$ cat src/hdl/isl_pkg.sv
// Shared types and codes for the indexed shift list.
package isl_pkg;

	localparam int CAPACITY_DEF = 256;
	localparam int DATA_W = 32;
	localparam int INDEX_W = 9;
	localparam int COUNT_W = 9;

	typedef enum logic [2:0] {
		OP_PUSH    = 3'd0,
		OP_INSERT  = 3'd1,
		OP_REMOVE  = 3'd2,
		OP_POP     = 3'd3,
		OP_REPLACE = 3'd4,
		OP_GET     = 3'd5
	} isl_op_t;

	typedef enum logic [1:0] {
		ST_OK        = 2'd0,
		ST_BAD_INDEX = 2'd1,
		ST_EMPTY     = 2'd2,
		ST_FULL      = 2'd3
	} isl_status_t;

	// What each cell does with its entry this cycle
	typedef enum logic [1:0] {
		MODE_HOLD,
		MODE_INS,
		MODE_DEL,
		MODE_WR
	} isl_mode_t;

	typedef struct packed {
		isl_mode_t mode;
		logic      rd;
	} isl_cell_ctrl_t;

	typedef struct packed {
		logic [2:0]               op;
		logic [INDEX_W-1:0]       index;
		logic signed [DATA_W-1:0] value;
	} isl_req_t;

	typedef struct packed {
		logic signed [DATA_W-1:0] read_value;
		logic [1:0]               status;
		logic [COUNT_W-1:0]       count;
	} isl_rsp_t;

endpackage

$ cat src/hdl/isl_cell.sv
// One list entry: shifts with its neighbors, takes writes, offers a masked read leaf.
module isl_cell import isl_pkg::*; #(
	parameter int PW  = 9,
	parameter int POS = 0
) (
	input  logic                 clk,
	input  isl_cell_ctrl_t       ctrl,
	input  logic [PW-1:0]        pos,
	input  logic [DATA_W-1:0]    value,
	input  logic [DATA_W-1:0]    left,
	input  logic [DATA_W-1:0]    right,
	output logic [DATA_W-1:0]    data,
	output logic [DATA_W-1:0]    leaf
);

	localparam logic [PW-1:0] MY_POS = PW'(POS);

	logic [DATA_W-1:0] data_q;
	logic [DATA_W-1:0] leaf_q;
	logic              at_pos;
	logic              above_pos;

	assign at_pos    = (pos == MY_POS);
	assign above_pos = (MY_POS > pos);

	always_ff @(posedge clk) begin
		case (ctrl.mode)
			MODE_INS: begin
				if (above_pos)
					data_q <= left;
				else if (at_pos)
					data_q <= value;
			end
			MODE_DEL: begin
				if (above_pos || at_pos)
					data_q <= right;
			end
			MODE_WR: begin
				if (at_pos)
					data_q <= value;
			end
			default: ;
		endcase
		// zero unless this cell is the one being read, so the tree can OR
		leaf_q <= (ctrl.rd && at_pos) ? data_q : '0;
	end

	assign data = data_q;
	assign leaf = leaf_q;

endmodule

$ cat config.mk
export PLATFORM = sky130hd
export DESIGN_NAME = isl_cell
export DESIGN_NICKNAME = d
export VERILOG_FILES = /design/src/hdl/isl_pkg.sv /design/src/hdl/isl_cell.sv
export SDC_FILE = /design/constraint.sdc
export NUM_CORES = 1
export LEC_CHECK = 0
export ABC_AREA = 1
export ABC_CLOCK_PERIOD_IN_PS = 2300
export BUFFER_PORTS_ARGS = -buffer_cell sky130_fd_sc_hd__buf_2
export CAP_MARGIN = 20
export CORE_MARGIN = 5
export CORE_UTILIZATION = 41
export DETAILED_ROUTE_END_ITERATION = 8
export GPL_ROUTABILITY_DRIVEN = 0
export PLACE_DENSITY = 0.87
export SETUP_SLACK_MARGIN = 0.3
export SYNTH_ARGS = -nofsm -noshare
export SYNTH_HDL_FRONTEND = slang
export SYNTH_SLANG_ARGS = --single-unit
$ cat constraint.sdc
create_clock -name clk -period 2.3 [get_ports clk]
set_input_delay 0.23 -clock clk [delete_from_list [all_inputs] [get_ports clk]]
set_output_delay 0.23 -clock clk [all_outputs]
set_load 0.1 [all_outputs]
Yosys cells after proc, flatten, opt, wreduce, memory -nomap -nowiden --
Index checks and enable logic that the tools add are counted.
Word-level totals: input bits 109, output and inout bits 64, register bits 64
Cells by class: equality and inequality tests 4, $lt $le $gt $ge 1, multiplexer cells 4, reductions and logical operators 5
Operators with widths (count):
- $mux 32 | 3
- $pmux 32 s3 | 1
- $gt 1x9->1 const A | 1
- $logic_not 9->1 | 1
- $eq 2x2->1 const B | 2
- $reduce_bool 3->1 | 1
- $eq 2x1->1 const B | 1
- $ne 2x2->1 const B | 1
- $reduce_and 2->1 | 1
- $logic_and 1x1->1 | 1
- $logic_or 1x1->1 | 1

Depth between registers and ports, before layout --
Gate-level depths: netlist of the first run.
word-level depth 4, gate-level depth with buffers 7, mapped depth without buffers 6

Worst setup path before layout of the first run --
OpenSTA, ideal clock, no wires.
path type in2reg, start point input pos[8], end point register data_q[0], in the netlist data[0] (enable), path buffers 0, data required time 1912 ps, cell stages on the path 4, arrival 1378 ps, path slack 534 ps, path through nor2_2 -> nand3_4 -> nor2_4 -> a21o_1
Between the ends: word-level cells in the longest chain between the ends 4, elaborated cells between the ends (all ways) 5
RTL lines:
- start: declaration | RTL line isl_cell.sv:8 | input logic [PW-1:0] pos,
- $gt 1x9->1 / $logic_not 9->1 (equally long branches) | RTL line isl_cell.sv:24, isl_cell.sv:23
- $logic_or 1x1->1 (*) | RTL line isl_cell.sv:35 | if (above_pos || at_pos)
- $ne 2x2->1 (no line) (*)
- $reduce_and 2->1 (no line) (*)
- end signal: assignment | RTL line isl_cell.sv:30 | data_q <= left;
- end signal: assignment | RTL line isl_cell.sv:36 | data_q <= right;
- end signal: assignment | RTL line isl_cell.sv:40 | data_q <= value;
- end: declaration | RTL line isl_cell.sv:18 | logic [DATA_W-1:0] data_q;
Every way passes the cells marked *; elsewhere a longest branch is shown, timed or not. A chain may end at the register's enable or synchronous reset.

Final worst setup path of the first run --
start point register data_q[28], in the netlist data[28], end point output data[28]
RTL lines:
- start signal: assignment | RTL line isl_cell.sv:30
- start signal: assignment | RTL line isl_cell.sv:32 | data_q <= value;
- start signal: assignment | RTL line isl_cell.sv:36
- end: declaration | RTL line isl_cell.sv:12 | output logic [DATA_W-1:0] data,
No word-level cell between the ends.

==> impl_metrics.json, run 1 <==
{
  "clock.fmax_mhz": 707,
  "gr-total-overflow": 0,
  "rsz0062_at_grt": "no",
  "final.min_clock_period_ns": 1.42,
  "synth_warnings": 0,
  "slowest_stage": "buf_2",
  "antenna_left": 0,
  "crit_fanout": 3,
  "setup_tns_ns": 0,
  "slew_viol_final": 0,
  "finalWirelength_mm": 8.34,
  "min_path_cells": 3,
  "synth_top_area_share_pct": 31.4,
  "place_hpwl_mm": 5.92,
  "post_cts_buffers": 0,
  "setup.worst_path.start": "data[28]",
  "power.density_nw_per_um2": 696,
  "peakVddDrop_v": 0.000319,
  "coreArea_um2": 7250,
  "netSwitchingFraction_pct": 33.4,
  "port-buffer-count": 140,
  "area_growth_syn_to_layout_pct": 30.0,
  "most-common-layout-cells": "buf_2 (140), inv_1 (67), nand3_1 (64), nand2_1 (64)",
  "cp_slowest_stage_delay_ns": 0.45,
  "rr_endpoint": "data[18]",
  "synth_top_family_by_area": "simple AND/OR/NAND/NOR gates",
  "avgSynthCellArea_um2": 8.55,
  "finalPower_w": 0.00277,
  "grt_pass1_vias": 2715,
  "cts_inserted_buffers": 9,
  "synth_mux_area_share_pct": 0,
  "reg2reg_depth": 3,
  "hold_class": "in2reg",
  "vias": 2789,
  "crit_chain": "buf_2",
  "syn_area_um2": 3060,
  "grt_max_degree": 33,
  "synth.area.top_cells": "edfxtp_1 (31%), dfxtp_1 (21%), nand3_1 (10%)",
  "max_slew.worst_pin.slew_ns": 1.08,
  "antenna_found_initial": 0,
  "ys_seq_area_share_pct": 52.3,
  "cts_tree": "yes",
  "drive_above_1_share_pct": 37.1,
  "dieArea_um2": 9300,
  "synth.largest_area_cell": "edfxtp_1",
  "clockBufferDepth": 2,
  "avgViaCountPerCell": 4.67,
  "htreeDepth": 3,
  "synth-simple-area-share_pct": 26.4,
  "clkPwrFrac_pct": 31.3,
  "dieWidth_um": 96.4,
  "power.internal_w": 0.00184,
  "p_switching_w": 0.000924,
  "fin_util_pct": 54.9,
  "drcViolationCount": 0,
  "rows": 31,
  "layout_commonest_cell": "buf_2",
  "maxCapViolations": 0,
  "setup_viol": 0,
  "finalCritPeriodShare_pct": 61.5,
  "status": "completed",
  "drtIter0Drc": 82,
  "r2r-start": "data[18]",
  "cp_top_family": "buffers and inverters",
  "fin_skew_ns": 0.00746,
  "yosys.cell_types.count": 19,
  "final_nets": 602,
  "path_class": "reg2out",
  "p_leak_nw": 2.08,
  "critPathCapture": "data[28]",
  "worst-path-stages": 1,
  "netlist_instances": 358,
  "synth_compound_area_share_pct": 8.09,
  "clk_pin_slew_ns": 0.07,
  "comb_power_share_pct": 22.1,
  "path_buf_inv": 1,
  "initial_core_util_pct": 42.2,
  "holdWs_ns": 0.164,
  "clockRootBuffer": "clkbuf_8",
  "cp-start-kind": "register",
  "die_h_um": 96.4,
  "ys_seq_elements": 64,
  "critPathRequiredTime_ns": 2.07,
  "pwr-share-seq_pct": 46.6,
  "relSlewSlack_pct": 28.2,
  "yosys.area_share.xor_xnor_pct": 0,
  "routedWlPerCell_um": 14.0,
  "syn_nets": 467,
  "end_kind": "output pin",
  "firstDrtPassIters": 6,
  "cts_sinks": 64,
  "ff2ff_setup_slack_ns": 1.27,
  "track_usage_pct": 18.3,
  "io_pins": 173,
  "diodes": 0,
  "cts_resized": 0,
  "postCtsHoldBufs": 0,
  "cp.arrival_ns": 1.19,
  "hold_viol_final": 0,
  "grt_pass1_wl_mm": 12.8,
  "clock_latency_ns": 0.33,
  "synthAdderAreaFrac_pct": 0
}
[how the worst min path moves through the flow]
stage | startpoint | end
floorplan | ctrl[0] | leaf[0]
global placement | data[21] | leaf[21]
detailed placement | right[22] | data[22]
CTS | right[27] | data[27]
global route | right[11] | data[11]
finish | right[27] | data[27]
[per-layer routing]
metal,vias up,routed length [µm],GRT usage (%)
met1,1263,3190,20.7
met2,119,4360,32.4
met3,9,669,4.42
met5,-,0,0
li1,1398,-,-
met4,0,121,8.41
[state kept, by name, summed over array words and instances (netlist names)]
name / count
data: 32
leaf: 32
[cell usage after synthesis, drive strengths merged]
master / n
nand2: 67
o21bai: 32
buf: 16
edfxtp: 32
nor2: 39
nand3: 65
clkbuf: 5
a21o: 1
inv: 69
dfxtp: 32
[logic make-up after synthesis]
family | Yosys count
AO/OA/AOI/OAI | 33
AND/OR/NAND/NOR | 171
buffers and inverters | 90
flip-flops | 64
[per-stage QoR]
stage	instances	setup slack (ns)	instance area, µm²
floorplan	358	0.534	3060
global placement	581	0.686	3800
detailed placement	581	0.648	3800
CTS	597	0.869	3980
global route	597	0.833	3980
finish	597	0.885	3980
[power groups by stage]
stage	logic, W	clock network (W)	registers (W)
floorplan	0.000153	0	0.00163
global placement	0.000604	0	0.00131
detailed placement	0.000614	0	0.00131
CTS	0.000616	0.000889	0.00129
global route	0.000651	0.000944	0.00130
finish	0.000613	0.000866	0.00129
[final cells by class]
cell class	count	area, µm²
flip-flops and latches	64	1600
inverters	69	259
multi-input cells	204	1060
well taps	99	124
repair buffers	145	763
clock buffers	13	159
clock inverters	3	17.5
fillers	671	3270
[worst register-to-register path: stages (launching register included)]
cell and delay [ns]:
edfxtp_1 0.43, o21bai_1 0.19, nand3_1 0.08, nand2_1 0.09
Note: power is estimated with default switching activity, not from simulation.
==> inputs of run 2 (changes only) <==
--- a/config.mk
+++ b/config.mk
@@ -6,14 +6,14 @@
 export NUM_CORES = 1
 export LEC_CHECK = 0
 export ABC_AREA = 1
-export ABC_CLOCK_PERIOD_IN_PS = 2300
+export ABC_CLOCK_PERIOD_IN_PS = 1200
 export BUFFER_PORTS_ARGS = -buffer_cell sky130_fd_sc_hd__buf_2
 export CAP_MARGIN = 20
 export CORE_MARGIN = 5
-export CORE_UTILIZATION = 41
+export CORE_UTILIZATION = 40
 export DETAILED_ROUTE_END_ITERATION = 8
 export GPL_ROUTABILITY_DRIVEN = 0
-export PLACE_DENSITY = 0.87
+export PLACE_DENSITY = 0.89
 export SETUP_SLACK_MARGIN = 0.3
 export SYNTH_ARGS = -nofsm -noshare
 export SYNTH_HDL_FRONTEND = slang
==> constraint.sdc (replaced) <==
create_clock -name clk -period 1.2 [get_ports clk]
set_input_delay 0.12 -clock clk [delete_from_list [all_inputs] [get_ports clk]]
set_output_delay 0.12 -clock clk [all_outputs]
set_load 0.1 [all_outputs]
==> impl_metrics.json, run 2 (synthesis results as in run 1) <==
{
  "hold_class": "in2reg",
  "cp.arrival_ns": 1.05,
  "firstDrtPassIters": 4,
  "status": "completed",
  "holdWs_ns": 0.0561,
  "grt_use_met1_pct": 23.3,
  "num-fill-cells": 509,
  "clockRootBuffer": "clkbuf_8",
  "cts_sinks": 64,
  "final_nets": 639,
  "die_h_um": 97.5,
  "relSlewSlack_pct": 71.4,
  "gr-total-overflow": 0,
  "netSwitchingFraction_pct": 32.2,
  "layout_commonest_cell": "buf_12",
  "most-common-layout-cells": "buf_12 (72), buf_2 (70), inv_1 (64), nand2_1 (64), nand3_1 (60)",
  "place_hpwl_mm": 6.88,
  "routedWlPerCell_um": 16.7,
  "io_pins": 173,
  "track_usage_pct": 21.7,
  "p_leak_nw": 2.61,
  "slew_viol_final": 0,
  "p_switching_w": 0.00192,
  "crit_chain": "buf_6 -> buf_12",
  "initial_core_util_pct": 40.2,
  "power.internal_w": 0.00405,
  "grt_pass1_wl_mm": 16.3,
  "cts_tree": "yes",
  "dieWidth_um": 97.5,
  "diodes": 0,
  "cp_top_family": "flip-flops",
  "vias": 3091,
  "critPathRequiredTime_ns": 1.08,
  "cp_slowest_stage_delay_ns": 0.41,
  "end_kind": "output pin",
  "use_met3_pct": 6.46,
  "comb_power_share_pct": 28.5,
  "fin_skew_ns": 0.00988,
  "setup_viol": 0,
  "r2r-start": "data[29]",
  "grt_max_degree": 33,
  "finalWirelength_mm": 10.7,
  "setup.worst_path.start": "data[29]",
  "clock_latency_ns": 0.33,
  "crit_fanout": 2,
  "drive_above_1_share_pct": 49.7,
  "clk_pin_slew_ns": 0.08,
  "postCtsHoldBufs": 0,
  "gr-max-usage-layer": "met2",
  "rsz0062_at_grt": "yes",
  "grt_pass1_vias": 3296,
  "clockBufferDepth": 2,
  "pwr-share-seq_pct": 41.9,
  "finalCritPeriodShare_pct": 97.2,
  "maxCapViolations": 0,
  "port-buffer-count": 140,
  "rows": 32,
  "cp-start-kind": "register",
  "hold_viol_final": 0,
  "clkPwrFrac_pct": 29.6,
  "antenna_found_initial": 0,
  "avgViaCountPerCell": 4.85,
  "dieArea_um2": 9500,
  "final.min_clock_period_ns": 1.17,
  "drtIter0Drc": 191,
  "antenna_left": 0,
  "grt.met2_usage_pct": 40.1,
  "max_slew.worst_pin.slew_ns": 0.428,
  "clock.fmax_mhz": 857,
  "htreeDepth": 3,
  "post_dp_cell_area_um2": 4600,
  "path_class": "reg2out",
  "coreArea_um2": 7610,
  "slowest_stage": "edfxtp_1",
  "power.density_nw_per_um2": 1070,
  "holdCritStartpoint": "right[25]",
  "drcViolationCount": 0,
  "area_growth_syn_to_layout_pct": 82.0,
  "path_buf_inv": 2,
  "postLayoutCellArea_um2": 5570,
  "peakVddDrop_v": 0.000615,
  "cts_inserted_buffers": 9
}
[run 2: changes by cell type in the layout (fill, tap and decap cells not counted), moves of 3 or more]
cell,delta
buf_6,+22
nand3_2,+4
buf_4,+12
dfxtp_2,+32
nor2_4,+3
dfxtp_1,-32
nand3_1,-4
o21bai_4,+4
inv_2,+3
buf_2,-70
o21bai_1,-4
buf_12,+70
inv_1,-3
[run 2: tightest hold or removal path, cell delays in order]
cell and delay (ns):
buf_2 0.08, nand2_1 0.04, nand2_1 0.05
[run 2: power groups by stage]
stage	registers, W	logic, W	clock network [W]
global route	0.00251	0.00179	0.00192
global placement	0.00253	0.00153	0
detailed placement	0.00254	0.00156	0
floorplan	0.00312	0.000300	0
CTS	0.00250	0.00160	0.00178
finish	0.00250	0.00170	0.00177
[run 2: cell type report]
cell class                 instances  area (µm²)  area share, %
timing repair buffer             182        2220           39.8
sequential                        64        1640           29.5
multi-input combinational        204        1150           20.6
inverter                          69         259           4.65
clock buffer                      11         131           2.36
tap                              102         128           2.29
clock inverter                     5        48.8          0.876
[run 2: what timing repair did]
| action | CTS | global route |
|---|---|---|
| gates resized for setup | 136 | 29 |
| buffers inserted | 4 | 8 |
| pin swaps | 0 | 7 |
| gates cloned | 0 | 2 |
| endpoints found under the setup margin | 96 | 103 |
[run 2: final timing paths]
path | endpoint | slack (ns) | depth (start not counted)
worst max-delay path | data[29] | 0.03 | 2
worst min-delay path | data[25] | 0.06 | 3
worst max register to register | data[29] | 0.12 | 4
worst min register to register | leaf[19] | 0.57 | 2
[run 2: per-stage QoR]
stage / setup WS [ns] / util, % / instances / total power [W] / TNS, ns
after global placement: -0.0319 / 60.5 / 607 / 0.00406 / -0.937
after CTS: 0.0251 / 69.9 / 627 / 0.00588 / 0
after detailed placement: -0.0898 / 60.5 / 607 / 0.00410 / -3.01
final: 0.0335 / 73.2 / 637 / 0.00597 / 0
after global routing: -0.0136 / 73.2 / 637 / 0.00623 / -0.0669
after floorplan: -0.235 / - / 358 / 0.00342 / -7.60
[run 2: routing by layer]
metal  up-vias  wire length, µm
li1       1466                -
met5         -                0
met3        19              720
met4         0              208
met2       132             6020
met1      1474             3710
